File: config.mk
export PLATFORM = sky130hd
export DESIGN_NAME = display_mode_and_page_flip
export DESIGN_NICKNAME = d
export VERILOG_FILES = /design/src/design/dmpf_pkg.sv /design/src/design/display_mode_and_page_flip.sv /design/src/design/dmpf_div.sv
export SDC_FILE = /design/constraint.sdc
export NUM_CORES = 1
export LEC_CHECK = 0
export BUFFER_PORTS_ARGS = -buffer_cell sky130_fd_sc_hd__clkbuf_2
export CAP_MARGIN = 20
export CELL_PAD_IN_SITES_DETAIL_PLACEMENT = 1
export CELL_PAD_IN_SITES_GLOBAL_PLACEMENT = 1
export CORE_MARGIN = 8
export CORE_UTILIZATION = 52
export DETAILED_ROUTE_END_ITERATION = 8
export PLACE_DENSITY = 0.95
export SLEW_MARGIN = 20
export SYNTH_ARGS = -nofsm -noshare
export SYNTH_HDL_FRONTEND = slang
export SYNTH_SLANG_ARGS = --single-unit
File: constraint.sdc
create_clock -name aclk -period 16.06 [get_ports aclk]
set_input_delay 1.606 -clock aclk [delete_from_list [all_inputs] [get_ports aclk]]
set_output_delay 1.606 -clock aclk [all_outputs]
set_load 0.03 [all_outputs]
File: src/design/dmpf_pkg.sv
`default_nettype none

package dmpf_pkg;

    // Field widths fixed by the interface
    localparam int OFFSET_W    = 32;
    localparam int VRAM_W      = 29;
    localparam int FRAME_OUT_W = 28;
    localparam int DIM_W       = 16;
    localparam int DEPTH_W     = 8;
    localparam int BPP_W       = 3;
    localparam int CNT_W       = 6;

    localparam logic [VRAM_W-1:0] VRAM_RESET = VRAM_W'(16777216);

    // Command codes
    localparam logic CMD_SET_MODE = 1'b0;
    localparam logic CMD_FLIP     = 1'b1;

    // Supported pixel depths
    localparam logic [DEPTH_W-1:0] DEPTH_8  = 8'd8;
    localparam logic [DEPTH_W-1:0] DEPTH_16 = 8'd16;
    localparam logic [DEPTH_W-1:0] DEPTH_24 = 8'd24;
    localparam logic [DEPTH_W-1:0] DEPTH_32 = 8'd32;

    // Full-width pass through the divider, one quotient bit per cycle
    localparam logic [CNT_W-1:0] STEPS_FULL = CNT_W'(OFFSET_W);

    // Divider control and status
    typedef struct packed {
        logic             start;
        logic [CNT_W-1:0] steps;
    } div_ctl_t;

    typedef struct packed {
        logic busy;
        logic done;
    } div_sts_t;

endpackage

`default_nettype wire

File: src/design/display_mode_and_page_flip.sv
`default_nettype none

// Display mode and page flip unit. Each beat on the s_ channel is either a set-mode
// command (width, height, bits per pixel) or a flip command (byte offset of the new
// surface), and yields exactly one m_ beat that reports whether it was applied and the
// current pitch, frame size, start column/row and visible surface. A set-mode goes
// from acceptance to result through the pitch, one registered pitch-by-height
// multiply and the memory check. A flip uses one shared restoring divider, which
// computes the row as offset / pitch over the full 32-bit offset and then the
// column (remainder / bytes per pixel) over PITCH_W bits of the remainder.
// A rejected flip skips the divider. One command is in flight at a time: s_ready
// is high only when the unit is idle and no result is waiting. The video memory size
// is written through cfg_wr_en/cfg_wr_data; the user must write it only while the unit
// is idle, as the unit does not enforce this. Reset sets it to 16 MiB.
module display_mode_and_page_flip #(
    parameter int MAX_WIDTH  = 8192,
    parameter int MAX_HEIGHT = 5120
) (
    input  wire                                   aclk,
    input  wire                                   aresetn,
    input  wire                                   cfg_wr_en,
    input  wire  [dmpf_pkg::VRAM_W-1:0]           cfg_wr_data,
    input  wire                                   s_valid,
    output logic                                  s_ready,
    input  wire                                   s_command,
    input  wire  [dmpf_pkg::DIM_W-1:0]            s_mode_width,
    input  wire  [dmpf_pkg::DIM_W-1:0]            s_mode_height,
    input  wire  [dmpf_pkg::DEPTH_W-1:0]          s_pixel_depth,
    input  wire  [dmpf_pkg::OFFSET_W-1:0]         s_surface_offset,
    output logic                                  m_valid,
    input  wire                                   m_ready,
    output logic                                  m_accepted,
    output logic [dmpf_pkg::DIM_W-1:0]            m_line_pitch,
    output logic [dmpf_pkg::FRAME_OUT_W-1:0]      m_frame_bytes,
    output logic [dmpf_pkg::DIM_W-1:0]            m_start_column,
    output logic [dmpf_pkg::DIM_W-1:0]            m_start_row,
    output logic [dmpf_pkg::OFFSET_W-1:0]         m_visible_surface
);
    import dmpf_pkg::*;

    localparam int PITCH_W = $clog2(4 * MAX_WIDTH + 1);
    localparam int H_W     = $clog2(MAX_HEIGHT + 1);
    localparam int PROD_W  = PITCH_W + H_W;
    localparam int CMP_W   = OFFSET_W + 1;
    localparam int RAW_W   = DIM_W + BPP_W + 1;

    typedef enum logic [6:0] {
        S_IDLE  = 7'b0000001,
        S_PITCH = 7'b0000010,
        S_PROD  = 7'b0000100,
        S_MODE  = 7'b0001000,
        S_ROW   = 7'b0010000,
        S_COL   = 7'b0100000,
        S_OUT   = 7'b1000000
    } state_t;

    state_t state_reg;

    // Architectural state
    logic [VRAM_W-1:0]   vram_reg;
    logic [PITCH_W-1:0]  cur_pitch_reg;
    logic [VRAM_W-1:0]   cur_frame_reg;
    logic [BPP_W-1:0]    cur_bpp_reg;
    logic [OFFSET_W-1:0] cur_surface_reg;
    logic [DIM_W-1:0]    cur_column_reg;
    logic [DIM_W-1:0]    cur_row_reg;
    logic                accepted_reg;

    // Captured command and work registers
    logic [DIM_W-1:0]    width_reg;
    logic [H_W-1:0]      height_reg;
    logic [BPP_W-1:0]    bpp_reg;
    logic                mode_ok_reg;
    logic [OFFSET_W-1:0] offset_reg;
    logic [PITCH_W-1:0]  pitch_reg;
    logic [PROD_W-1:0]   prod_reg;
    logic [DIM_W-1:0]    row_reg;

    // Divider hookup
    div_ctl_t            div_ctl;
    div_sts_t            div_sts;
    logic                div_start_reg;
    logic [CNT_W-1:0]    div_steps_reg;
    logic [OFFSET_W-1:0] div_dend_reg;
    logic [PITCH_W-1:0]  div_dvs_reg;
    logic [OFFSET_W-1:0] div_quo;
    logic [PITCH_W-1:0]  div_rem;

    logic                in_beat;
    logic                out_beat;
    logic                depth_ok;
    logic                mode_ok;
    logic                flip_ok;
    logic [RAW_W-1:0]    pitch_raw;
    logic [RAW_W-1:0]    pitch_rnd;
    logic                fits_vram;

    assign in_beat  = s_valid && s_ready;
    assign out_beat = m_valid && m_ready;

    // Check a new command against the limits on the way in
    always_comb begin
        depth_ok = (s_pixel_depth == DEPTH_8) || (s_pixel_depth == DEPTH_16) ||
                   (s_pixel_depth == DEPTH_24) || (s_pixel_depth == DEPTH_32);
        mode_ok  = depth_ok &&
                   (s_mode_width != '0) && (s_mode_width <= DIM_W'(MAX_WIDTH)) &&
                   (s_mode_height != '0) && (s_mode_height <= DIM_W'(MAX_HEIGHT));
        flip_ok  = (cur_pitch_reg != '0) &&
                   ((CMP_W'(s_surface_offset) + CMP_W'(cur_frame_reg)) <= CMP_W'(vram_reg));
    end

    // Pitch: bytes per pixel times width, rounded up to 4 bytes
    always_comb begin
        pitch_raw = RAW_W'(bpp_reg) * RAW_W'(width_reg);
        pitch_rnd = (pitch_raw + RAW_W'(3)) & ~RAW_W'(3);
        fits_vram = CMP_W'(prod_reg) < CMP_W'(vram_reg);
    end

    // Video memory size register
    always_ff @(posedge aclk) begin
        if (!aresetn) begin
            vram_reg <= VRAM_RESET;
        end else if (cfg_wr_en) begin
            vram_reg <= cfg_wr_data;
        end
    end

    // Sequencer
    always_ff @(posedge aclk) begin
        if (!aresetn) begin
            state_reg     <= S_IDLE;
            div_start_reg <= 1'b0;
        end else begin
            div_start_reg <= 1'b0;
            unique case (state_reg)
                S_IDLE: begin
                    if (in_beat) begin
                        if (s_command == CMD_SET_MODE) begin
                            state_reg <= S_PITCH;
                        end else if (flip_ok) begin
                            state_reg     <= S_ROW;
                            div_start_reg <= 1'b1;
                        end else begin
                            state_reg <= S_OUT;
                        end
                    end
                end
                S_PITCH: state_reg <= S_PROD;
                S_PROD:  state_reg <= S_MODE;
                S_MODE:  state_reg <= S_OUT;
                S_ROW: begin
                    if (div_sts.done) begin
                        state_reg     <= S_COL;
                        div_start_reg <= 1'b1;
                    end
                end
                S_COL: begin
                    if (div_sts.done) begin
                        state_reg <= S_OUT;
                    end
                end
                S_OUT: begin
                    if (out_beat) begin
                        state_reg <= S_IDLE;
                    end
                end
                default: state_reg <= S_IDLE;
            endcase
        end
    end

    // Capture the command and load divider operands
    always_ff @(posedge aclk) begin
        if (in_beat) begin
            width_reg     <= s_mode_width;
            height_reg    <= H_W'(s_mode_height);
            bpp_reg       <= s_pixel_depth[5:3];
            mode_ok_reg   <= mode_ok;
            offset_reg    <= s_surface_offset;
            div_dend_reg  <= s_surface_offset;
            div_dvs_reg   <= cur_pitch_reg;
            div_steps_reg <= STEPS_FULL;
        end else if (state_reg == S_ROW && div_sts.done) begin
            row_reg       <= DIM_W'(div_quo);
            div_dend_reg  <= {div_rem, {(OFFSET_W - PITCH_W){1'b0}}};
            div_dvs_reg   <= PITCH_W'(cur_bpp_reg);
            div_steps_reg <= CNT_W'(PITCH_W);
        end
        if (state_reg == S_PITCH) begin
            pitch_reg <= PITCH_W'(pitch_rnd);
        end
        if (state_reg == S_PROD) begin
            prod_reg <= PROD_W'(pitch_reg) * PROD_W'(height_reg);
        end
    end

    // Commit state and the accepted flag
    always_ff @(posedge aclk) begin
        if (!aresetn) begin
            cur_pitch_reg   <= '0;
            cur_frame_reg   <= '0;
            cur_bpp_reg     <= '0;
            cur_surface_reg <= '0;
            cur_column_reg  <= '0;
            cur_row_reg     <= '0;
            accepted_reg    <= 1'b0;
        end else begin
            if (state_reg == S_IDLE && in_beat) begin
                accepted_reg <= 1'b0;
            end
            if (state_reg == S_MODE && mode_ok_reg && fits_vram) begin
                cur_pitch_reg   <= pitch_reg;
                cur_frame_reg   <= VRAM_W'(prod_reg);
                cur_bpp_reg     <= bpp_reg;
                cur_surface_reg <= '0;
                cur_column_reg  <= '0;
                cur_row_reg     <= '0;
                accepted_reg    <= 1'b1;
            end
            if (state_reg == S_COL && div_sts.done) begin
                cur_row_reg     <= row_reg;
                cur_column_reg  <= DIM_W'(div_quo);
                cur_surface_reg <= offset_reg;
                accepted_reg    <= 1'b1;
            end
        end
    end

    assign div_ctl.start = div_start_reg;
    assign div_ctl.steps = div_steps_reg;

    dmpf_div #(
        .DVS_W (PITCH_W)
    ) u_div (
        .aclk      (aclk),
        .aresetn   (aresetn),
        .ctl       (div_ctl),
        .dividend  (div_dend_reg),
        .divisor   (div_dvs_reg),
        .sts       (div_sts),
        .quotient  (div_quo),
        .remainder (div_rem)
    );

    // Handshake and result beat
    assign s_ready           = (state_reg == S_IDLE);
    assign m_valid           = (state_reg == S_OUT);
    assign m_accepted        = accepted_reg;
    assign m_line_pitch      = DIM_W'(cur_pitch_reg);
    assign m_frame_bytes     = FRAME_OUT_W'(cur_frame_reg);
    assign m_start_column    = cur_column_reg;
    assign m_start_row       = cur_row_reg;
    assign m_visible_surface = cur_surface_reg;

endmodule

`default_nettype wire

File: src/design/dmpf_div.sv
`default_nettype none

module dmpf_div #(
    parameter int DVS_W = 16
) (
    input  wire                                aclk,
    input  wire                                aresetn,
    input  dmpf_pkg::div_ctl_t                 ctl,
    input  wire  [dmpf_pkg::OFFSET_W-1:0]      dividend,
    input  wire  [DVS_W-1:0]                   divisor,
    output dmpf_pkg::div_sts_t                 sts,
    output logic [dmpf_pkg::OFFSET_W-1:0]      quotient,
    output logic [DVS_W-1:0]                   remainder
);
    import dmpf_pkg::*;

    logic [DVS_W-1:0]    rem_reg, rem_next;
    logic [OFFSET_W-1:0] quo_reg, quo_next;
    logic [DVS_W-1:0]    dvs_reg;
    logic [CNT_W-1:0]    cnt_reg;
    logic                busy_reg;
    logic                done_reg;
    logic [DVS_W:0]      trial;
    logic [DVS_W:0]      diff;
    logic                fits;

    // One restoring step: shift in the next dividend bit, subtract if it fits
    always_comb begin
        trial    = {rem_reg, quo_reg[OFFSET_W-1]};
        diff     = trial - {1'b0, dvs_reg};
        fits     = trial >= {1'b0, dvs_reg};
        rem_next = fits ? diff[DVS_W-1:0] : trial[DVS_W-1:0];
        quo_next = {quo_reg[OFFSET_W-2:0], fits};
    end

    // Control: count steps down, pulse done after the last one
    always_ff @(posedge aclk) begin
        if (!aresetn) begin
            busy_reg <= 1'b0;
            done_reg <= 1'b0;
            cnt_reg  <= '0;
        end else begin
            done_reg <= busy_reg && (cnt_reg == CNT_W'(1));
            if (ctl.start) begin
                busy_reg <= 1'b1;
                cnt_reg  <= ctl.steps;
            end else if (busy_reg) begin
                cnt_reg <= cnt_reg - CNT_W'(1);
                if (cnt_reg == CNT_W'(1)) begin
                    busy_reg <= 1'b0;
                end
            end
        end
    end

    // Datapath: load operands, then iterate
    always_ff @(posedge aclk) begin
        if (ctl.start) begin
            rem_reg <= '0;
            quo_reg <= dividend;
            dvs_reg <= divisor;
        end else if (busy_reg) begin
            rem_reg <= rem_next;
            quo_reg <= quo_next;
        end
    end

    assign sts.busy  = busy_reg;
    assign sts.done  = done_reg;
    assign quotient  = quo_reg;
    assign remainder = rem_reg;

endmodule

`default_nettype wire

==> results.py <==
metrics = {
    "sta": {
        "rsz0062_at_grt": "no",
        "slew_headroom_pct": 26.85,
        "setup_viol": 0,
        "finalMaxSlewViolations": 0,
        "worstMarginPinSlew_ps": 1097,
        "post-route-period-util_pct": 40.92,
        "finalHoldViolations": 0,
        "fin_skew_ps": 23.28,
        "fmax_mhz": 152.2,
        "fin_tns_setup_ps": 0,
        "period_minus_slack_ps": 6572,
    },
    "global_routing": {
        "grt_use_met3_pct": 5.013,
        "antenna_found_initial": 3,
        "first_global_vias": 22520,
        "grt_pass1_wl_mm": 126.3,
        "track_usage_pct": 28.38,
        "grt-busiest-layer": "met2",
        "globalRouteOverflowTotal": 0,
        "grtUsageMet2_pct": 51.88,
        "use_met1_pct": 31.57,
        "grt_max_degree": 98,
    },
    "synth": {
        "syn_area_um2": 25230,
        "synth-edff-count": 218,
        "yosysTopAreaCellShare_pct": 25.94,
        "yosysSeqAreaShare_pct": 39.59,
        "synth_compound_area_share_pct": 9.337,
        "synth_flop_cell": "edfxtp_1",
        "synth_top_family_by_area": "adder cells",
        "async_flop_share_pct": 0,
        "muxShareOfSynthArea_pct": 4.483,
        "synth_top_cells_by_area": "edfxtp_1 26%, dfxtp_1 14%, fa_1 12%",
        "synth_cells": 2545,
        "synth.most_common_cell": "nand2_1",
        "yosysWarnings": 0,
        "post-synth-top-area-cell": "edfxtp_1",
        "synth.top_cells.by_count": "422 x nand2_1, 257 x inv_1, 218 x edfxtp_1",
        "synth_fa_ha_area_share_pct": 21.66,
        "ys_types": 83,
        "syn_area_per_cell_um2": 9.914,
        "synth-simple-area-share_pct": 15.78,
        "ys_ff_latch": 390,
        "synth-xor-area-share_pct": 2.534,
    },
    "floorplan": {
        "dieWidth_um": 236.3,
        "core_area_um2": 47850,
        "die_h_um": 236.3,
        "ios": 218,
        "die_area_um2": 55830,
        "start_util_pct": 52.74,
        "core.rowCount": 80,
    },
    "clocking": {
        "htree_levels": 2,
        "clk_latency_ps": 590,
        "path_clk_slew_ps": 60,
        "cts_setup_buffers": 0,
        "cts_resized": 0,
        "clkSinkCount": 390,
        "numCtsBuffers": 45,
        "clock_path_buffers": 3,
        "cts_tree": "built",
        "clock-root-buffer": "clkbuf_16",
        "cts_hold_buf": 0,
    },
    "power": {
        "ir_worst_vdd_v": 0.0001933,
        "power_density_nw_per_um2": 184.9,
        "p_leak_nw": 12.41,
    },
    "route": {
        "drc_errors": 0,
        "ant_nets": 0,
        "dr.pass1.iters": 5,
        "via_per_inst": 6.012,
        "vias": 20070,
        "wire_per_inst_um": 24.43,
        "drtIter0Drc": 1733,
        "routed_wl_mm": 81.55,
    },
    "critical_path": {
        "startpoint_type": "flip-flop",
        "crit_path_end_kind": "flip-flop",
        "worst_ep_required_time_ps": 16360,
        "r2r-start": "pitch_reg[9]",
        "arrival_ps": 6870,
        "startpoint": "pitch_reg[9]",
        "cp_max_fo": 14,
        "critPathKind": "flip-flop to flip-flop",
    },
    "layout": {
        "post-route-util_pct": 58.73,
        "syn_to_final_growth_pct": 11.37,
        "drive_gt1_share_pct": 13.41,
        "num-nets-final": 3139,
    },
    "hold_path": {
        "worstHoldStart": "div_dvs_reg[4]",
        "hold_path_class": "flip-flop to flip-flop",
    },
    "placed_design": {
        "gp_congestion": 0.9138,
        "dp_hpwl_mm": 60.92,
        "io_buffers": 213,
    },
    "outcome": {
        "status": "finished, final reports clean",
    },
    "job": {
        "drv_cap": 0,
    },
}
[layout by cell type, fill, tap and decap left out, drive strengths merged, types with 22 or more instances in the layout]
master	synthesis	routed
nand2	422	422
clkbuf	96	270
inv	257	263
edfxtp	218	218
ha	200	200
dfxtp	172	172
fa	148	148
o21ai	123	123
nor2	122	122
nand3	95	95
a21oi	83	83
and2	83	83
mux2i	77	77
xnor2	58	58
and3	37	37
mux2	32	32
a21o	23	23
nor3	22	22
[path summary, 6_finish.rpt]
check	to	slack [ps]	cells after the start
max	prod_reg[27]	9490	15
max reg2reg	prod_reg[27]	9490	15
min reg2reg	u_div.dvs_reg[4]	420	0
min	u_div.dvs_reg[4]	420	0
[metrics by stage]
stage	setup WS (ps)	cells	power, mW	hold slack, ps	instance area, um^2
after floorplan	10590	2548	3.203	400.3	25240
after global placement	9955	3251	3.610	403.8	26530
after detailed placement	9756	3251	3.970	410.2	26530
after CTS	9626	3335	5.145	420.8	28060
after global routing	9378	3338	5.471	425.2	28100
final	9488	3338	5.195	417.5	28100
[kinds of logic after synthesis]
logic type | Yosys count
and+or+nand+nor | 869
buffers and inverters | 399
DFF | 390
AOI/OAI and AO/OA | 356
adders and majority gates | 348
muxes | 109
xor gates and xnor gates | 73
other | 1
[where the power goes]
part	switching, mW	leakage, nW	total (mW)	internal (mW)
combinational	1.71	8.23	2.79	1.08
sequential	0.0682	3.42	1.33	1.26
clock	0.449	0.756	1.08	0.632
total	2.23	12.4	5.19	2.97
[metal layers]
metal / wire (um) / share of wire [%]
met3: 4387 / 5.4
met4: 3700 / 4.5
met2: 42570 / 52
met1: 30870 / 38
met5: 16 / 0.020
[worst max-delay path, cell delays in order, from the launching register on]
cell and delay (ps):
edfxtp_1 740, nand2_1 170, fa_1 570, inv_1 60, fa_1 510, fa_1 580
fa_1 470, fa_1 520, ha_1 410, a2111oi_0 540, o21ai_0 210, and3_1 290
a2111oi_2 440, o22ai_1 170, o221ai_1 360, o311ai_0 220
[final cells by class]
class                           count  area [um^2]
Antenna cell                        2        5.005
Clock buffer                       58         1237
Clock inverter                     26        294.0
Fill cell                        5307        19750
Inverter                          260        977.2
Multi-Input combinational cell   1759        13620
Sequential cell                   390         9991
Tap cell                          615        769.5
Timing Repair Buffer              228         1201
No activity file was read; power rests on OpenSTA's default activity.
